`src/hw/rtl/ucf_pkg.sv`:
```
// Shared types and constants for the UART command-line framer.
// Depends on nothing; imported by every framer module but the queue, and by the testbench.
`timescale 1ns / 1ps

package ucf_pkg;

    localparam int LINE_DEPTH_DEF = 32;

    localparam logic [7:0] CH_PLUS = 8'h2B;
    localparam logic [7:0] CH_CR   = 8'h0D;
    localparam logic [7:0] CH_LF   = 8'h0A;

    localparam logic KIND_PASS = 1'b0;
    localparam logic KIND_LINE = 1'b1;

    typedef enum logic [1:0] {
        MD_PASS    = 2'd0,
        MD_CMD     = 2'd1,
        MD_WAIT_LF = 2'd2
    } mode_t;

    typedef enum logic [1:0] {
        BK_IDLE = 2'd0,
        BK_READ = 2'd1,
        BK_SEND = 2'd2
    } back_state_t;

endpackage

```
`src/hw/rtl/ucf_front.sv`:
```
// Front end of the framer: accepts received words, tracks the line mode,
// writes the line store and queues forward or emit-line commands. Uses ucf_pkg.
`timescale 1ns / 1ps

module ucf_front
    import ucf_pkg::*;
#(
    parameter int LINE_DEPTH = LINE_DEPTH_DEF,
    parameter int CW         = $clog2(LINE_DEPTH + 1),
    parameter int AW         = $clog2(LINE_DEPTH),
    parameter int QW         = 1 + 8 + CW
)
(
    input  logic          clk,
    input  logic          rst_n,
    input  logic          in_valid,
    output logic          in_stall,
    input  logic [7:0]    rx_byte,
    input  logic          q_full,
    output logic          q_push,
    output logic [QW-1:0] q_entry,
    output logic          wr_en,
    output logic [AW-1:0] wr_addr,
    output logic [7:0]    wr_data,
    input  logic          line_done
);

    mode_t         mode_reg, mode_next;
    logic [CW-1:0] count_reg, count_next;
    logic          emitted_reg, emitted_next;
    logic          busy_reg, busy_next;
    logic          accept;
    logic          push_line;
    logic          emit_ok;

    assign in_stall = q_full || busy_reg;
    assign accept   = in_valid && !in_stall;
    assign emit_ok  = (count_reg != '0) && !emitted_reg;

    always_comb
    begin
        mode_next = mode_reg;
        unique case (mode_reg)
            MD_PASS:
            begin
                if (accept && rx_byte == CH_PLUS)
                    mode_next = MD_CMD;
            end
            MD_CMD:
            begin
                if (accept && rx_byte == CH_CR)
                    mode_next = MD_WAIT_LF;
                else if (accept && rx_byte == CH_LF)
                    mode_next = MD_PASS;
            end
            MD_WAIT_LF:
            begin
                if (accept && rx_byte == CH_LF)
                    mode_next = MD_PASS;
            end
            default:
            begin
                if (accept)
                    mode_next = MD_PASS;
            end
        endcase
    end

    always_comb
    begin
        count_next   = count_reg;
        emitted_next = emitted_reg;
        q_push       = 1'b0;
        push_line    = 1'b0;
        wr_en        = 1'b0;
        unique case (mode_reg)
            MD_PASS:
            begin
                if (accept)
                begin
                    if (rx_byte == CH_PLUS)
                    begin
                        count_next   = '0;
                        emitted_next = 1'b0;
                    end
                    else
                    begin
                        q_push = 1'b1;
                    end
                end
            end
            MD_CMD:
            begin
                if (accept && rx_byte != CH_CR)
                begin
                    if (rx_byte == CH_LF)
                    begin
                        if (emit_ok)
                        begin
                            q_push       = 1'b1;
                            push_line    = 1'b1;
                            emitted_next = 1'b1;
                        end
                    end
                    else if (count_reg < CW'(LINE_DEPTH))
                    begin
                        wr_en      = 1'b1;
                        count_next = count_reg + CW'(1);
                    end
                end
            end
            MD_WAIT_LF:
            begin
                if (accept && emit_ok)
                begin
                    q_push       = 1'b1;
                    push_line    = 1'b1;
                    emitted_next = 1'b1;
                end
            end
            default:
            begin
                if (accept)
                begin
                    count_next   = '0;
                    emitted_next = 1'b1;
                end
            end
        endcase
    end

    // hold input off from a queued line until its last word has left the store
    always_comb
    begin
        busy_next = busy_reg;
        if (push_line)
            busy_next = 1'b1;
        else if (line_done)
            busy_next = 1'b0;
    end

    assign q_entry = {push_line, rx_byte, count_reg};
    assign wr_addr = count_reg[AW-1:0];
    assign wr_data = rx_byte;

    always_ff @(posedge clk or negedge rst_n)
    begin
        if (!rst_n)
        begin
            mode_reg    <= MD_PASS;
            count_reg   <= '0;
            emitted_reg <= 1'b1;
            busy_reg    <= 1'b0;
        end
        else
        begin
            mode_reg    <= mode_next;
            count_reg   <= count_next;
            emitted_reg <= emitted_next;
            busy_reg    <= busy_next;
        end
    end

    a_count_bound: assert property (@(posedge clk) disable iff (!rst_n)
        count_reg <= CW'(LINE_DEPTH))
        else $error("line count beyond store depth");

    a_line_nonempty: assert property (@(posedge clk) disable iff (!rst_n)
        push_line |-> (count_reg != '0) && !emitted_reg)
        else $error("empty or repeated line queued");

    a_write_idle: assert property (@(posedge clk) disable iff (!rst_n)
        wr_en |-> (mode_reg == MD_CMD) && !busy_reg && !line_done)
        else $error("store written while a line drains");

endmodule

```
`src/hw/rtl/ucf_queue.sv`:
```
// Two-entry command queue between the framer front and back ends.
// Depends on nothing beyond its width parameter.
`timescale 1ns / 1ps

module ucf_queue
#(
    parameter int QW = 16
)
(
    input  logic          clk,
    input  logic          rst_n,
    input  logic          push,
    input  logic [QW-1:0] push_entry,
    input  logic          pop,
    output logic [QW-1:0] head,
    output logic          full,
    output logic          empty
);

    logic [QW-1:0] slot_reg [2];
    logic          wr_ptr_reg, wr_ptr_next;
    logic          rd_ptr_reg, rd_ptr_next;
    logic [1:0]    fill_reg, fill_next;

    assign full  = (fill_reg == 2'd2);
    assign empty = (fill_reg == 2'd0);
    assign head  = slot_reg[rd_ptr_reg];

    always_comb
    begin
        wr_ptr_next = push ? !wr_ptr_reg : wr_ptr_reg;
        rd_ptr_next = pop ? !rd_ptr_reg : rd_ptr_reg;
        fill_next   = fill_reg + {1'b0, push} - {1'b0, pop};
    end

    always_ff @(posedge clk)
    begin
        if (push)
            slot_reg[wr_ptr_reg] <= push_entry;
    end

    always_ff @(posedge clk or negedge rst_n)
    begin
        if (!rst_n)
        begin
            wr_ptr_reg <= 1'b0;
            rd_ptr_reg <= 1'b0;
            fill_reg   <= 2'd0;
        end
        else
        begin
            wr_ptr_reg <= wr_ptr_next;
            rd_ptr_reg <= rd_ptr_next;
            fill_reg   <= fill_next;
        end
    end

    a_no_overflow: assert property (@(posedge clk) disable iff (!rst_n)
        push |-> !full || pop)
        else $error("push into full queue");

    a_no_underflow: assert property (@(posedge clk) disable iff (!rst_n)
        pop |-> !empty)
        else $error("pop from empty queue");

    a_fill_bound: assert property (@(posedge clk) disable iff (!rst_n)
        fill_reg != 2'd3)
        else $error("queue fill out of range");

endmodule

```
`src/hw/rtl/ucf_back.sv`:
```
// Back end of the framer: holds the line store, drains queued commands and
// drives the output register. Uses ucf_pkg.
`timescale 1ns / 1ps

module ucf_back
    import ucf_pkg::*;
#(
    parameter int LINE_DEPTH = LINE_DEPTH_DEF,
    parameter int CW         = $clog2(LINE_DEPTH + 1),
    parameter int AW         = $clog2(LINE_DEPTH),
    parameter int QW         = 1 + 8 + CW
)
(
    input  logic          clk,
    input  logic          rst_n,
    input  logic          q_empty,
    input  logic [QW-1:0] q_head,
    output logic          q_pop,
    input  logic          wr_en,
    input  logic [AW-1:0] wr_addr,
    input  logic [7:0]    wr_data,
    output logic          line_done,
    output logic          out_valid,
    input  logic          out_stall,
    output logic          kind,
    output logic [7:0]    data,
    output logic          last
);

    logic [7:0]    store_mem [LINE_DEPTH];
    logic [7:0]    rd_data_reg;

    back_state_t   state_reg, state_next;
    logic [AW-1:0] idx_reg, idx_next;
    logic [CW-1:0] len_reg, len_next;
    logic          out_valid_reg, out_valid_next;
    logic          kind_reg, kind_next;
    logic [7:0]    data_reg, data_next;
    logic          last_reg, last_next;

    logic          head_line;
    logic [7:0]    head_byte;
    logic [CW-1:0] head_count;
    logic          out_free;
    logic          final_word;
    logic          load;

    assign head_line  = q_head[QW-1];
    assign head_byte  = q_head[CW +: 8];
    assign head_count = q_head[CW-1:0];
    assign out_free   = !out_valid_reg || !out_stall;
    assign final_word = (CW'(idx_reg) + CW'(1)) == len_reg;

    always_comb
    begin
        state_next = state_reg;
        unique case (state_reg)
            BK_IDLE:
            begin
                if (!q_empty && head_line)
                    state_next = BK_READ;
            end
            BK_READ:
            begin
                state_next = BK_SEND;
            end
            BK_SEND:
            begin
                if (out_free)
                    state_next = final_word ? BK_IDLE : BK_READ;
            end
            default:
            begin
                state_next = BK_IDLE;
            end
        endcase
    end

    always_comb
    begin
        q_pop     = 1'b0;
        load      = 1'b0;
        line_done = 1'b0;
        idx_next  = idx_reg;
        len_next  = len_reg;
        kind_next = kind_reg;
        data_next = data_reg;
        last_next = last_reg;
        unique case (state_reg)
            BK_IDLE:
            begin
                if (!q_empty)
                begin
                    if (head_line)
                    begin
                        q_pop    = 1'b1;
                        idx_next = '0;
                        len_next = head_count;
                    end
                    else if (out_free)
                    begin
                        q_pop     = 1'b1;
                        load      = 1'b1;
                        kind_next = KIND_PASS;
                        data_next = head_byte;
                        last_next = 1'b1;
                    end
                end
            end
            BK_READ:
            begin
            end
            BK_SEND:
            begin
                if (out_free)
                begin
                    load      = 1'b1;
                    kind_next = KIND_LINE;
                    data_next = rd_data_reg;
                    last_next = final_word;
                    line_done = final_word;
                    idx_next  = idx_reg + AW'(1);
                end
            end
            default:
            begin
            end
        endcase
        out_valid_next = load || (out_valid_reg && out_stall);
    end

    always_ff @(posedge clk)
    begin
        if (wr_en)
            store_mem[wr_addr] <= wr_data;
        if (state_reg == BK_READ)
            rd_data_reg <= store_mem[idx_reg];
    end

    always_ff @(posedge clk)
    begin
        idx_reg  <= idx_next;
        len_reg  <= len_next;
        kind_reg <= kind_next;
        data_reg <= data_next;
        last_reg <= last_next;
    end

    always_ff @(posedge clk or negedge rst_n)
    begin
        if (!rst_n)
        begin
            state_reg     <= BK_IDLE;
            out_valid_reg <= 1'b0;
        end
        else
        begin
            state_reg     <= state_next;
            out_valid_reg <= out_valid_next;
        end
    end

    assign out_valid = out_valid_reg;
    assign kind      = kind_reg;
    assign data      = data_reg;
    assign last      = last_reg;

    a_pass_last: assert property (@(posedge clk) disable iff (!rst_n)
        out_valid_reg && (kind_reg == KIND_PASS) |-> last_reg)
        else $error("pass-through word without last flag");

    a_run_len: assert property (@(posedge clk) disable iff (!rst_n)
        (state_reg == BK_READ) |-> (len_reg != '0) && (CW'(idx_reg) < len_reg))
        else $error("line read beyond stored length");

    a_no_pop_mid_line: assert property (@(posedge clk) disable iff (!rst_n)
        (state_reg != BK_IDLE) |-> !q_pop)
        else $error("queue popped while a line drains");

    a_done_loads: assert property (@(posedge clk) disable iff (!rst_n)
        line_done |=> out_valid_reg && last_reg && (kind_reg == KIND_LINE))
        else $error("line end without final word");

endmodule

```
`src/hw/rtl/uart_command_line_framer.sv`:
```
// UART command-line framer top level: front end, two-entry queue, back end.
// Pass-through word: queue slot, then output register; one word per cycle unless
// stalled. Line end: each run word is read, then sent; input stalls from the
// line-end word until the last run word is in the output register (store port).
// Reset (rst_n, async low): pass-through mode, empty line, queue and output empty.
`timescale 1ns / 1ps

module uart_command_line_framer
    import ucf_pkg::*;
#(
    parameter int LINE_DEPTH = LINE_DEPTH_DEF
)
(
    input  logic       clk,
    input  logic       rst_n,
    input  logic       in_valid,
    output logic       in_stall,
    input  logic [7:0] rx_byte,
    output logic       out_valid,
    input  logic       out_stall,
    output logic       kind,
    output logic [7:0] data,
    output logic       last
);

    localparam int CW = $clog2(LINE_DEPTH + 1);
    localparam int AW = $clog2(LINE_DEPTH);
    localparam int QW = 1 + 8 + CW;

    logic          q_push;
    logic          q_pop;
    logic          q_full;
    logic          q_empty;
    logic [QW-1:0] q_in;
    logic [QW-1:0] q_head;
    logic          wr_en;
    logic [AW-1:0] wr_addr;
    logic [7:0]    wr_data;
    logic          line_done;

    ucf_front #(
        .LINE_DEPTH (LINE_DEPTH),
        .CW         (CW),
        .AW         (AW),
        .QW         (QW)
    ) u_front (
        .clk       (clk),
        .rst_n     (rst_n),
        .in_valid  (in_valid),
        .in_stall  (in_stall),
        .rx_byte   (rx_byte),
        .q_full    (q_full),
        .q_push    (q_push),
        .q_entry   (q_in),
        .wr_en     (wr_en),
        .wr_addr   (wr_addr),
        .wr_data   (wr_data),
        .line_done (line_done)
    );

    ucf_queue #(
        .QW (QW)
    ) u_queue (
        .clk        (clk),
        .rst_n      (rst_n),
        .push       (q_push),
        .push_entry (q_in),
        .pop        (q_pop),
        .head       (q_head),
        .full       (q_full),
        .empty      (q_empty)
    );

    ucf_back #(
        .LINE_DEPTH (LINE_DEPTH),
        .CW         (CW),
        .AW         (AW),
        .QW         (QW)
    ) u_back (
        .clk       (clk),
        .rst_n     (rst_n),
        .q_empty   (q_empty),
        .q_head    (q_head),
        .q_pop     (q_pop),
        .wr_en     (wr_en),
        .wr_addr   (wr_addr),
        .wr_data   (wr_data),
        .line_done (line_done),
        .out_valid (out_valid),
        .out_stall (out_stall),
        .kind      (kind),
        .data      (data),
        .last      (last)
    );

endmodule

```
`config.mk`:
```
export PLATFORM = sky130hd
export DESIGN_NAME = uart_command_line_framer
export DESIGN_NICKNAME = d
export VERILOG_FILES = /design/src/hw/rtl/ucf_pkg.sv /design/src/hw/rtl/ucf_front.sv /design/src/hw/rtl/ucf_queue.sv /design/src/hw/rtl/ucf_back.sv /design/src/hw/rtl/uart_command_line_framer.sv
export SDC_FILE = /design/constraint.sdc
export NUM_CORES = 1
export LEC_CHECK = 0
export ABC_AREA = 1
export BUFFER_PORTS_ARGS = -buffer_cell sky130_fd_sc_hd__buf_2
export CAP_MARGIN = 15
export CORE_MARGIN = 5
export CORE_UTILIZATION = 63
export CTS_BUF_LIST = sky130_fd_sc_hd__clkbuf_16
export DETAILED_ROUTE_END_ITERATION = 6
export PLACE_DENSITY_LB_ADDON = 0.2
export SLEW_MARGIN = 10
export SYNTH_ARGS = -nofsm -noshare
export SYNTH_HDL_FRONTEND = slang
export SYNTH_HIERARCHICAL = 1
export SYNTH_SLANG_ARGS = --single-unit
export TNS_END_PERCENT = 10
```
`constraint.sdc`:
```
create_clock -name clk -period 3.42 [get_ports clk]
set_input_delay 0.342 -clock clk [delete_from_list [all_inputs] [get_ports clk]]
set_output_delay 0.342 -clock clk [all_outputs]
set_load 0.1 [all_outputs]
```
---- After elaboration in Yosys (flattened, before gate mapping) ----
Memory sizes are Yosys's and may differ from the RTL's. A register that Yosys moved wholly into a read port is not among the register bits.
Index checks and enable logic that the tools add are counted.
cells by class
  muxes and demuxes ....................... 69
  bitwise gates (word level) .............. 2
  $lt $le $gt $ge ......................... 1
  $add $sub $neg .......................... 5
  equality and inequality tests ........... 25
  reduce and logical (&&, ||, !) cells .... 35
operators with widths
  cell                 number
  $mux 1               39
  $mux 6               6
  $mux 8               4
  $ne 2x1->1 const B   11
  $pmux 6 s3           1
  $eq 8x4->1 const B   2
  $pmux 8 s2           1
  $mux 5               3
  $reduce_and 7->1     2
  $mux 2               6
  $pmux 2 s3           2
  $pmux 5 s2           1
  $logic_and 1x1->1    9
  $eq 8x6->1 const B   1
  $ne 2x2->1 const B   4
  $ne 8x4->1 const B   1
  $pmux 1 s2           4
  $logic_not 1->1      7
  $add 5x1->6 const B  1
  $add 6x1->6 const B  1
  $eq 2x2->1 const B   3
  $eq 6x6->1           1
  $logic_not 2->1      3
  $lt 6x6->1 const B   1
  15 further kinds     23
word-level totals
  bits in registers ....................... 38
  memories ................................ 2
  output and inout port bits .............. 12
  memory bits (writable) .................. 286
memories
  memory            words  bits a word  rd ports  clocked after Yosys merged registers in  wr ports  line             RTL
  u_back.store_mem  32     8            1         1                                        1         ucf_back.sv:30   logic [7:0] store_mem [LINE_DEPTH];
  u_queue.slot_reg  2      15           1         0                                        1         ucf_queue.sv:20  logic [QW-1:0] slot_reg [2];

---- Longest topological paths before layout ----
  word-level depth ........................ 9
  mapped depth ............................ 12
  mapped depth without buffers ............ 12

---- Hierarchy ----
The synthesis kept the hierarchy.
by module, submodules not included
  module     sequential area each (sq um)  instances  cells an instance  area each (sq um)
  ucf_back   8633.3                        1          977                11770.0
  ucf_queue  1001.0                        1          103                1316.3
  ucf_front  251.5                         1          159                1098.6

---- Least setup slack after synthesis ----
OpenSTA, ideal clock, no wires.
  kind .................................... register -> register
  from .................................... register u_front.mode_reg[1]
  to ...................................... memory u_queue/slot_reg[0][0] (netlist name) (enable)
  path slack .............................. 1019 ps
  period minus slack after synthesis ...... 2401 ps
  stages on the path, launching flop included .. 9
  buffers on the path ..................... 1
  arrival ................................. 2014 ps
  path through ............................ dfrtp_1 > inv_1 > ha_1 > buf_6 > nand3_1 > a21o_1 > a21oi_1 > inv_1 > nor2_1
between the ends
  word-level cells in the longest chain between the ends .. 4
ends and longest elaborated chain
  item                                      line                            RTL
  from (decl)                               ucf_front.sv:28                 mode_t mode_reg, mode_next;
  from (signal assigned)                    ucf_front.sv:157                mode_reg <= mode_next;
  $eq 2x2->1, or another cell as far along  ucf_front.sv:76                 unique case (mode_reg)
  $pmux 1 s3 (*)                            ucf_front.sv:76
  named net q_push                          uart_command_line_framer.sv:30  logic q_push;
  $mux 1 (*)                                ucf_queue.sv:38                 if (push)
  $mux 1 (not written as such) (*)          ucf_queue.sv:39                 slot_reg[wr_ptr_reg] <= push_entry;
  to (decl)                                 ucf_queue.sv:20
The timed path passes the listed nets; every way through them passes the cells marked *.

==> summary.md <==
| Metric | Value |
|---|---|
| CTS buffer count | 35 |
| Register area | 9890 µm² |
| Synth cell types | 37 |
| Ant diodes | 0 |
| PortBufs | 23 |
| I/O pins | 24 |
| Max Cap Viol | 0 |
| Sequential share of the synthesized area | between 60% and 70% |
| Starting Density | a little over three fifths |
| Die area | 25600 µm² |
| Final wirelength | between 30000 and 40000 µm |
| H-tree levels | 2 |
| Synth Net Count | ~1300 |
| Final hold violation count | 0 |
| Layout Nets | approximately 1300 |
| Pin count of the biggest net entering global routing | 134 |
| CTS sink count | 332 |
| WP data required | 3.78 ns |
| Period utilisation layout | 75.6% |
| Max incr delay on CP | between 0.8 and 0.9 ns |
| Max reg flops | ~260 |
| Clock latency on the worst-skew pair | 0.51 ns |
| Wire per inst | a little over 20 µm |
| Slowest stage cell on the critical path | inv_1 |
| TritonRoute pass-1 iters | 5 |
| Crit start category | flop |
| Final Max Tran Viols | 0 |
| Final worst slack | about 0.84 ns |
| Power Density | ~800 nW/µm² |
| Post-Place Cells | ~1500 |
| Clk Tree Root Cell | clkbuf_16 |
| Grt ovf | 0 |
| Clk pin slew, worst setup/hold paths | about 0.06 ns |
| Detail Route Antenna Nets | 0 |
| Worst Path Max Fanout | 32 |
| Crit path max-delay family | buffers and inverters |
| RSZ-0062 raised after global routing | no |
| Chip width | ~160 µm |
| CP dominant cell by count | nand2_1 |
| Hold Slack | around 0.17 ns |
| Vias per cell | 5.84 |
| Leakage | just under 6 nW |
| Share of post-route cells with drive strength above 1 | 12.1% |
| Fillers | about 1600 |
| Worst-Margin Slew | roughly 0.98 ns |
| Place WS | around 0.94 ns |
| Commonest non-fill, non-tap cell in the layout | edfxtp_1 |
| CP arrival | between 2 and 3 ns |
| Non-Filler Instances | approximately 1600 |
| Setup TNS after final layout | 0 ns |
| Initial DRC count | 1041 |
| Area occupied by multi-input gates | 3410 µm² |
| Syn Inst Count | between 1000 and 1500 |
| YS warnings | 6 |
| Avg Inst Size Synth | between 10 and 15 µm² |
| Power consumption | 12.4 mW |
| CTS tree | done |
| Run status | finished clean |
| First-pass GRT wire length | between 40000 and 50000 µm |
| Worst Setup End Kind | flop |
| CP Buf/Inv Count | 1 |
| P&R area growth vs syn | 9.87% |
| GRT Util Overall | 24.9% |
| Antenna violations before repair | 0 |
| Via count of the routed design | 9245 |
| Core area | between 20000 and 25000 µm² |
| Most frequent cells in the layout | edfxtp_1, nand2_1, nor2_1 |
| Max Clock Skew | 0.0193 ns |
| Vias in the first global route | 8823 |
| Crit-path cells | inv_1, o21ai_0, o22ai_1, nand2_1, nand2_1, nand3_1, nand2_1 |
| Yosys reg bits | 332 |
| DIE HEIGHT | roughly 160 µm |
| Crit Path Class | flop to flop |
| Hpwl dp | between 15000 and 20000 µm |
| GPL Wtd Cong | between 0.8 and 0.9 |
| Max Freq | a little under 0.4 GHz |
| Detailed-route DRC error count | 0 |
| Peak VDD IR | just under 0.0006 V |
| Max-Slew Margin vs Limit | between 30% and 40% |
| Hold Path Class | input pin to flop |
| Standard-cell rows | 55 |
| Setup-failing EPs final | 0 |
| CTS max path bufs | 3 |
| Cell area after synthesis | 14200 µm² |
| Crit path time final | 2.58 ns |
[metal layers]
metal,track usage (%),vias up,routed length [µm]
met5,0,-,0
met2,40.2,381,15300
met1,34.9,4473,13300
li1,-,4314,-
met4,8.53,0,1040
met3,4.39,77,2260
[cells by family (layout without fill, tap and decap cells)]
logic type / count (synthesis) / count (layout) / synth area share [%]
compound gates: 204 / 204 / 7.76
xor+xnor: 4 / 4 / 0.247
fa+ha+maj: 9 / 9 / 0.794
buf+inv: 165 / 224 / 6.25
flops: 332 / 332 / 69.7
simple gates: 525 / 525 / 15.3
[layout make-up]
type	instances	share of cell area [%]
sequential	332	63.4
inverter	88	2.17
timing repair buffer	77	3.52
tap	285	2.29
clock buffer	37	5.94
clock inverter	22	0.755
multi-input combinational	742	21.9
[what timing repair did]
item                       in CTS  in global routing
setup endpoints to repair       0                  0
gates resized for setup         0                  0
hold endpoints to repair       16                  0
hold buffers                    1                  0
setup buffers                   0                  0
[per-stage QoR]
stage,utilization [%],cell area (µm²)
global route,69.5,15600
floorplan,-,14200
CTS,69.5,15600
finish,69.5,15600
detailed placement,64.8,14500
global placement,64.8,14500
[where the power goes]
part / switching (mW) / internal [mW] / leakage (nW)
Combinational: 3.03 / 0.986 / 2.23
Sequential: 0.176 / 4.81 / 3.07
Clock: 1.44 / 2.01 / 0.539
[worst paths after layout]
kind	startpoint	to	slack, ns	cells past startpoint
setup / recovery	u_back/idx_reg[1]$_SDFFCE_PN0P_	u_back/rd_data_reg[7]$_DFFE_PN_	0.84	7
hold / removal	out_stall	u_back/out_valid$_DFF_PN0_	0.17	3
setup reg to reg	u_back/idx_reg[1]$_SDFFCE_PN0P_	u_back/rd_data_reg[7]$_DFFE_PN_	0.84	7
hold reg to reg	u_front/emitted_reg$_DFFE_PN1P_	u_front/emitted_reg$_DFFE_PN1P_	0.48	2
max in group asynchronous	rst_n	u_front/emitted_reg$_DFFE_PN1P_	2.76	2
min in group asynchronous	rst_n	u_queue/rd_ptr_reg$_DFFE_PN0P_	0.31	2
[synthesized netlist by cell type]
cell type | n | area, µm²
a21boi_4 | 1 | 18.8
buf_6 | 17 | 191
a21o_1 | 1 | 7.51
nand2_2 | 7 | 43.8
nand2_1 | 299 | 1120
clkinv_1 | 2 | 7.51
o21bai_1 | 1 | 7.51
nand2_4 | 2 | 22.5
nor3_1 | 17 | 85.1
xnor2_1 | 2 | 17.5
ha_1 | 9 | 113
clkbuf_1 | 13 | 48.8
nor2_2 | 2 | 12.5
nand4_1 | 4 | 25.0
inv_4 | 3 | 18.8
nand3_1 | 45 | 225
and3_1 | 1 | 6.26
inv_2 | 9 | 33.8
nor2_4 | 2 | 22.5
a21oi_1 | 65 | 325
edfxtp_1 | 315 | 9460
nor3b_1 | 2 | 15.0
dfrtp_1 | 16 | 400
a31oi_1 | 1 | 6.26
a21oi_2 | 3 | 26.3
xor2_1 | 2 | 17.5
nor2_1 | 137 | 514
buf_2 | 18 | 90.1
dfstp_2 | 1 | 26.3
o21ai_1 | 20 | 100
inv_1 | 74 | 278
buf_4 | 29 | 218
nor3_2 | 5 | 50.1
o21ai_0 | 77 | 385
nand3_2 | 2 | 20.0
o22ai_1 | 33 | 206
o21ai_2 | 2 | 17.5
[worst register-to-register path: stages (launching register included)]
cell and delay [ns]:
edfxtp_1 0.62, inv_1 0.82, o21ai_0 0.32, o22ai_1 0.27, nand2_1 0.14, nand2_1 0.11, nand3_1 0.08, nand2_1 0.09
(Power assumes the default switching activity.)
